File: config.mk
export PLATFORM = sky130hd
export DESIGN_NAME = bsa_ffz
export DESIGN_NICKNAME = d
export VERILOG_FILES = /design/src/bsa_ffz.sv
export SDC_FILE = /design/constraint.sdc
export NUM_CORES = 1
export LEC_CHECK = 0
export BUFFER_PORTS_ARGS = -buffer_cell sky130_fd_sc_hd__buf_4
export CAP_MARGIN = 10
export CORE_AREA = 2 2 39 41
export DETAILED_ROUTE_END_ITERATION = 16
export DIE_AREA = 0 0 41 43
export PLACE_DENSITY_LB_ADDON = 0.1
export SLEW_MARGIN = 15
export SYNTH_ARGS = -nofsm -noshare
export SYNTH_HDL_FRONTEND = slang
export SYNTH_SLANG_ARGS = --single-unit
File: constraint.sdc
create_clock -name vclk -period 1.5
set_input_delay 0.075 -clock vclk [all_inputs]
set_output_delay 0.075 -clock vclk [all_outputs]
set_load 0.05 [all_outputs]
File: src/bsa_ffz.sv
// Find-first-zero: lowest clear bit of one bitmap word.
// No dependencies.
module bsa_ffz #(
	parameter int WORD_BITS = 32
) (
	input  logic [WORD_BITS-1:0]         word,
	output logic [$clog2(WORD_BITS)-1:0] bit_pos,
	output logic                         full
);

	localparam int BIT_W = $clog2(WORD_BITS);

	assign full = (word == {WORD_BITS{1'b1}});

	// scan from the top so the lowest clear bit wins
	always_comb begin
		bit_pos = '0;
		for (int i = WORD_BITS - 1; i >= 0; i--) begin
			if (!word[i]) begin
				bit_pos = BIT_W'(i);
			end
		end
	end

endmodule

Yosys cells after proc, flatten, opt, wreduce, memory -nomap -nowiden
Index checks and enable logic that the tools add are counted.
{ "word_totals": {"reg_bits": 0, "latch_bits": 0, "ramBits": 0, "mem_bits_ro": 0, "in_bits": 32, "wordCells": 33, "n_memories": 0} }
{ "classes": {"addsub": 0, "mul": 0, "div": 0, "order_cmp": 0, "n_eq_ne": 1, "shift": 0, "mux": 32, "bitwise": 0, "reduce_logical": 0} }
{ "ops": {"columns": ["op", "n"], "rows": [
  ["two-way mux 5 bit", 32],
  ["== test 32 bit (second input constant)", 1]
]} }

Logic depth before layout (Yosys ltp)
Gate-level depths: netlist of run 1.
{ "logic_depth": {"depth_word": 32, "mapped_depth": 5} }

Least setup slack after synthesis of run 1
OpenSTA, ideal clock, no wires.
{ "synth_path": {"path_kind": "input to output", "startpoint": "input word[1]", "endpoint": "output bit_pos[4]", "arrival_ns": 2.032, "setup_slack_ns": -0.607, "stages": 3, "n_path_buf": 0, "cell_sequence": "nand4_1 or3_1 nor4_1"} }
{ "synth_via": {"elab_chain_cells": 2} }
{ "synth_rtl": {"columns": ["element", "line_no", "source"], "rows": [
  ["start, declared", "6", "input logic [WORD_BITS-1:0] word,"],
  ["two-way mux 5 bit (2 in series)", "19", "if (!word[i]) begin"],
  ["end, declared", "7", "output logic [$clog2(WORD_BITS)-1:0] bit_pos,"]
]} }
No other way between the ends.

Final worst setup path of run 1
{ "layout_path": {"startpoint": "input word[11]", "endpoint": "output bit_pos[0]"} }
{ "layout_via": {"elab_chain_cells": 12} }
{ "layout_rtl": {"columns": ["element", "line_no"], "rows": [
  ["two-way mux 5 bit (12 in series)", "19"]
]} }
No other way between the ends.

==> metrics, run 1 <==
first drt pass iteration count=4; crit-path max FO=4; status=completed; unrepaired setup endpoints after global routing=no; remaining antenna violation count=0; area fraction of the dominant cell type after synthesis=0.155; clkbuf count=0; drt via density=5.34; syn_area_per_cell=5.60 um^2; Layout area overhead=86.9%; shortest period the worst path allows=1.33 ns; number of hold buffers added after cts=0; Layout Cells excl Fill=119; Setup CP Type=in -> out; post-synthesis xor/xnor area fraction=0; pin count of the biggest net entering global routing=6; row count=14; Slew HR=0.796; DRC viols=0; WL/cell=11.1 um; top cells by count, synth=nand2_1, nand4_1, inv_1, nand3_1, a21oi_1; Power Dens Cells=230 nW/um^2; maximum VDD drop=0.112 mV; sequential area share after synthesis=0; Req. time, crit path=1.42 ns; startpoint types=input port; DPL Wire Length=1180 um; crit share post-route=0.885; post-route setup slack=0.172 ns; IO Port Bufs=38; first-pass GRT wire length=2070 um; critical path capture point type=output port; CORE AREA=1380 um^2; Vias=636; final setup vio count=0; Total GRT Usage=0.159; post-synthesis compound-gate area fraction=0.388; Post-Place Setup Slack=0.180 ns; post_cts resized=0; First DRT Iteration DRCs=4; measured slew at the worst slew-check pin=0.304 ns; Max-Cap Viols=0; unique cell type count in the Yosys netlist=22; share of cells above drive strength 1=0.408; Synthesis Warnings=0; total grt overflow=0; post-route cell area=681 um^2; vias in the first global route=525; placed cell areas=681 um^2; Net Count, Synth=97; Mapped Area=364 um^2; simple-gate area share of the yosys netlist=0.550; Final Wtd Congestion=0.776; Synth area leader=nand4_1; Hold Path Class=in -> out; Placed Instances=119; mux share of post-synthesis cell area=0; final hold violation count=0; ANT cells=0; Die Area=1760 um^2; Fmax=753 MHz; initial antenna violation count=0; # IOs=38; combinational family with the most area after synthesis=simple AND/OR/NAND/NOR gates; max-slew violation count=0; WL final=1320 um; synthesized-area fraction occupied by adder cells=0; height of the die=43 um; Synth area leaders=nand4_1, nand2_1, nand3_1; cell with the most instances after synthesis=nand2_1; Syn Inst Count=65; Starting Density=0.263; Sequential Area=0 um^2; nets@finish=137; Seq Cell Count=0; Die Wd=41 um; setup bufs post-CTS=0; WP data arrival=1.25 ns; static leakage=0.310 nW
final timing paths:
path | slack [ns] | end | depth (start not counted) | startpoint
worst max-delay path | 0.17 | bit_pos[0] | 7 | word[11]
worst min-delay path | 0.56 | bit_pos[0] | 3 | word[0]
kinds of logic (layout without fill, tap and decap cells):
kind of cell / Yosys count / count (layout)
simple gates: 38 / 38
compound gates: 21 / 21
buf+inv: 6 / 44
power by group:
part / internal (W) / leakage, nW / total (W) / switching (W)
clock network: 0 / 0 / 0 / 0
logic: 0.0000802 / 0.310 / 0.000156 / 0.0000761
registers: 0 / 0 / 0 / 0
total: 0.0000802 / 0.310 / 0.000156 / 0.0000761
through the flow:
step	utilization	setup TNS, ns	power (W)	hold WS, ns
after CTS	0.492	0	0.000157	0.560
after floorplan	-	-0.0252	0.0000539	0.332
after global routing	0.492	0	0.000169	0.573
after global placement	0.492	0	0.000157	0.559
final	0.492	0	0.000156	0.561
after detailed placement	0.492	0	0.000157	0.555
area by class of cell:
cell class / instances / area [um^2]
Inverter: 6 / 22.5
Fill cell: 158 / 703
Timing Repair Buffer: 38 / 285
Tap cell: 16 / 20.0
Multi-Input combinational cell: 59 / 353
cells in the final DEF, fill, tap and decap left out:
cell and count:
buf_4 38, nand2_1 10, nand4_1 9, nand3_1 6, inv_1 6, a21oi_1 5
nor2_1 4, a31oi_1 4, o21ai_0 4, nand2b_1 2, o2111ai_1 2, and4_1 1
o21bai_1 1, a211oi_1 1, nor3_2 1, o21ai_1 1, a21o_1 1, nand3b_1 1
a2111oi_2 1, o221a_2 1, nor3_1 1, and4b_1 1, or3_1 1, nor4_2 1
routing by layer:
layer	track usage	part of all wire	wire length (um)
met5	0	0	0
met4	0	0	0
met3	0	0.065	86
met2	0.294	0.52	687
met1	0.206	0.41	544
worst max-delay path, stage by stage:
cell and delay (ns):
buf_4 0.12, inv_1 0.05, o21ai_1 0.06, a21o_1 0.20
a2111oi_2 0.31, o221a_2 0.25, buf_4 0.19
(Power assumes the default switching activity.)
==> run 2: changes to the inputs <==
==> constraint.sdc (replaced) <==
create_clock -name vclk -period 1.1
set_input_delay 0.055 -clock vclk [all_inputs]
set_output_delay 0.055 -clock vclk [all_outputs]
set_load 0.05 [all_outputs]
==> run 2 against run 1 <==
Net effect: the flow now finishes with violations (negative setup slack); die area unchanged; routed wire length increased by 34%; final area increased by 46%; count of clock-buffer cells in the layout unchanged; setup slack got worse by 0.28 ns; total power increased by 95%; flip-flop and latch count unchanged; global-route usage increased by 3.9 points; via count increased by 15%.
==> metrics, run 2 (synthesis gave the netlist of run 1 again) <==
status=finished with violations; failing checks=negative setup slack; maximum VDD drop=0.196 mV; pin count of the biggest net entering global routing=6; Die Area=1760 um^2; static leakage=0.461 nW; Req. time, crit path=1.04 ns; Setup CP Type=in -> out; Layout area overhead=173%; Final Wtd Congestion=0.736; shortest period the worst path allows=1.20 ns; crit path launch=word[11]; CP Cell Sequence=buf_6 -> inv_2 -> o21ai_1 -> a21o_1 -> a2111oi_2 -> o221a_2 -> buf_8; measured slew at the worst slew-check pin=0.271 ns; post-route setup slack=-0.105 ns; remaining antenna violation count=0; area of the multi-input gates=413 um^2; Die Wd=41 um; post-route cell area=992 um^2; Slowest-stage cell, CP=a2111oi_2; unrepaired setup endpoints after global routing=yes; vias in the first global route=659; WL final=1770 um; nets@finish=158; most common cell after layout, fill and taps aside=buf_4; WL met3=75 um; DR top layer=met3; Critical Path Stages=7; crit-path max FO=2; # IOs=38; critical path capture point type=output port; Power Dens Cells=307 nW/um^2; Setup crit end=bit_pos[0]; Slew HR=0.819; WL met2=1070 um; routed metal-1 wirelength=623 um; initial antenna violation count=0; Sequential Area=0 um^2; WP data arrival=1.15 ns; height of the die=43 um; max-slew violation count=0; first drt pass iteration count=2; IO Port Bufs=38; setup_tns=-0.180 ns; Total GRT Usage=0.198; startpoint types=input port; CORE AREA=1380 um^2; First DRT Iteration DRCs=5; number of hold buffers added after cts=0; CP max stage delay=0.34 ns; Hold Path Class=in -> out; Max-Cap Viols=0; DPL Wire Length=1320 um; Seq Cell Count=0; Vias=731; worst hold slack=0.590 ns; total grt overflow=0; most frequent cells in the layout=buf_4, buf_6, nand2_1, nand4_1; placed cell areas=801 um^2; share of cells above drive strength 1=0.605; row count=14; final hold violation count=0; Fmax=830 MHz; Layout fillers=137; ANT cells=0; final setup vio count=4; crit share post-route=1.10; clkbuf count=0; CP top delay family=compound AO/OA/AOI/OAI gates; drt via density=5.22; WL/cell=12.6 um; Buf/Inv on CP=3; first-pass GRT wire length=2550 um; Starting Density=0.263; DRC viols=0
==> run 2: layer usage <==
layer,GRT usage,vias to the layer above
met3,0,0
met1,0.215,332
li1,-,379
met2,0.406,20
met5,0,-
met4,0,0
==> run 2: final cells by class <==
type / count / area share
inverters: 6 / 0.0227
multi-input cells: 59 / 0.416
well taps: 16 / 0.0202
repair buffers: 59 / 0.541
==> run 2: per-stage QoR <==
stage | std cells | worst slack, ns | power [W] | utilization
final | 140 | -0.105 | 0.000305 | 0.717
after global placement | 135 | -0.138 | 0.000250 | 0.579
after floorplan | 65 | -0.385 | 0.0000736 | -
after detailed placement | 135 | -0.135 | 0.000252 | 0.579
after global routing | 140 | -0.147 | 0.000327 | 0.717
after CTS | 136 | -0.112 | 0.000271 | 0.621
==> run 2: tightest hold or removal path, cell delays in order <==
cell and delay [ns]:
buf_6 0.09, buf_4 0.12, nand3_1 0.07, nor3_2 0.05, buf_6 0.14
==> run 2: worst min-delay path by stage <==
| stage | slack [ns] | depth (start not counted) | startpoint | endpoint |
|---|---|---|---|---|
| finish | 0.59 | 5 | word[0] | bit_pos[1] |
| global placement | 0.60 | 4 | word[13] | bit_pos[4] |
| detailed placement | 0.61 | 4 | word[13] | bit_pos[4] |
| CTS | 0.59 | 5 | word[0] | bit_pos[1] |
| floorplan | 0.29 | 2 | word[0] | bit_pos[1] |
| global route | 0.61 | 5 | word[0] | bit_pos[1] |
==> run 2: timing repair <==
action,in CTS,in global routing
buffers inserted,1,4
setup endpoints to repair,5,6
pin swaps,7,10
gates resized for setup,15,25
==> run 2: report_power, final <==
part           leakage [nW]  switching (W)  internal [W]
Sequential                0              0             0
Combinational         0.461       0.000125      0.000180
Clock                     0              0             0
Total                 0.461       0.000125      0.000180
==> run 3: changes to the inputs <==
--- a/config.mk
+++ b/config.mk
@@ -10,7 +10,7 @@
 export CORE_AREA = 2 2 39 41
 export DETAILED_ROUTE_END_ITERATION = 16
 export DIE_AREA = 0 0 41 43
-export PLACE_DENSITY_LB_ADDON = 0.1
+export PLACE_DENSITY = 0.73
 export SLEW_MARGIN = 15
 export SYNTH_ARGS = -nofsm -noshare
 export SYNTH_HDL_FRONTEND = slang
==> run 3 against run 2 <==
Net effect: the run still ends with negative setup slack left; setup slack got worse by 0.060 ns; combinational power increased by 5%; critical path type unchanged; final area is 0.38% higher; largest power group unchanged; flip-flop and latch count unchanged; core utilization grew 0.27 points; sequential share of layout area unchanged; global-route usage rose by 0.70 points; routed wire length grew 13%; critical path depth unchanged.
==> metrics, run 3 (synthesis gave the netlist of run 1 again) <==
status=finished with violations; failing checks=negative setup slack; DPL Wire Length=1470 um; final setup vio count=3; Fmax=791 MHz; worst hold slack=0.595 ns; Layout fillers=110; WL final=2010 um; DRC viols=0; Req. time, crit path=1.04 ns; critical path capture point type=output port; nets@finish=156; clkbuf count=0; Placed Instances=136; vias in the first global route=704; remaining antenna violation count=0; Layout Cells excl Fill=138; max-slew violation count=0; IO Port Bufs=38; Die Area=1760 um^2; Design Power=0.000320 W; height of the die=43 um; maximum VDD drop=0.193 mV; crit-path max FO=3; WL/cell=14.5 um; drt via density=5.43; row count=14; Seq Cell Count=0; Slew HR=0.812; CORE AREA=1380 um^2; first drt pass iteration count=4; Starting Density=0.263; startpoint types=input port; area of the multi-input gates=443 um^2; Setup CP Type=in -> out; WP data arrival=1.21 ns; Max-Cap Viols=0; Post-Place Setup Slack=-0.145 ns; most frequent cells in the layout=buf_4, buf_6, nand2_1; Layout area overhead=174%; shortest period the worst path allows=1.26 ns; Die Wd=41 um; ANT cells=0; measured slew at the worst slew-check pin=0.280 ns; Sequential Area=0 um^2; setup_tns=-0.227 ns; pin count of the biggest net entering global routing=6; First DRT Iteration DRCs=10; # IOs=38; most common cell after layout, fill and taps aside=buf_4; initial antenna violation count=0; first-pass GRT wire length=2650 um; share of cells above drive strength 1=0.582; Power Dens Cells=321 nW/um^2; unrepaired setup endpoints after global routing=yes; crit share post-route=1.15; Hold Path Class=in -> out; static leakage=0.461 nW; Final Wtd Congestion=0.883; post-route setup slack=-0.165 ns; final hold violation count=0; total grt overflow=0; Vias=750; Total GRT Usage=0.205
run 3: cell types whose count changed in the layout (fill, tap and decap cells not counted), moves of 2 or more:
cell / previous run / this run
buf_6: 21 / 16
buf_4: 36 / 38
nor2_1: 2 / 4
nor2_2: 2 / 0
run 3: repair_timing:
item / CTS / global route
pin swaps: 2 / 16
setup endpoints to repair: 5 / 6
resized for setup: 13 / 26
setup buffers: 0 / 2
hold buffers: 0 / 0
run 3: path summary, 6_finish.rpt:
path                 start         end  slack [ns]  cells past startpoint
setup / recovery  word[31]  bit_pos[0]       -0.16                      7
hold / removal     word[0]  bit_pos[1]        0.60                      5
run 3: layout make-up:
cell class,instances,area share
Tap cell,16,0.0201
Inverter,6,0.0226
Timing Repair Buffer,57,0.513
Multi-Input combinational cell,59,0.445
run 3: routing by layer:
metal | vias to the layer above | track usage | routed length (um)
met1 | 358 | 0.234 | 800
met5 | - | 0 | 0
met2 | 17 | 0.381 | 1150
li1 | 373 | - | -
met4 | 0 | 0.0467 | 14
met3 | 2 | 0.0105 | 44
run 3: stage by stage:
stage,utilization,instance area (um^2)
5_1_grt,0.720,996
6_report,0.720,996
2_1_floorplan,-,375
3_5_place_dp,0.584,808
3_3_place_gp,0.584,808
4_1_cts,0.622,861
run 3: power breakdown:
part	leakage, nW	total, W	switching (W)	internal [W]
Clock	0	0	0	0
Combinational	0.461	0.000320	0.000142	0.000178
Sequential	0	0	0	0
run 3: critical path, cell delays in order:
cell       delay, ns
buf_6           0.09
nand3b_1        0.16
nand3_2         0.10
a31oi_4         0.10
a2111oi_4       0.28
o221a_2         0.27
buf_8           0.15
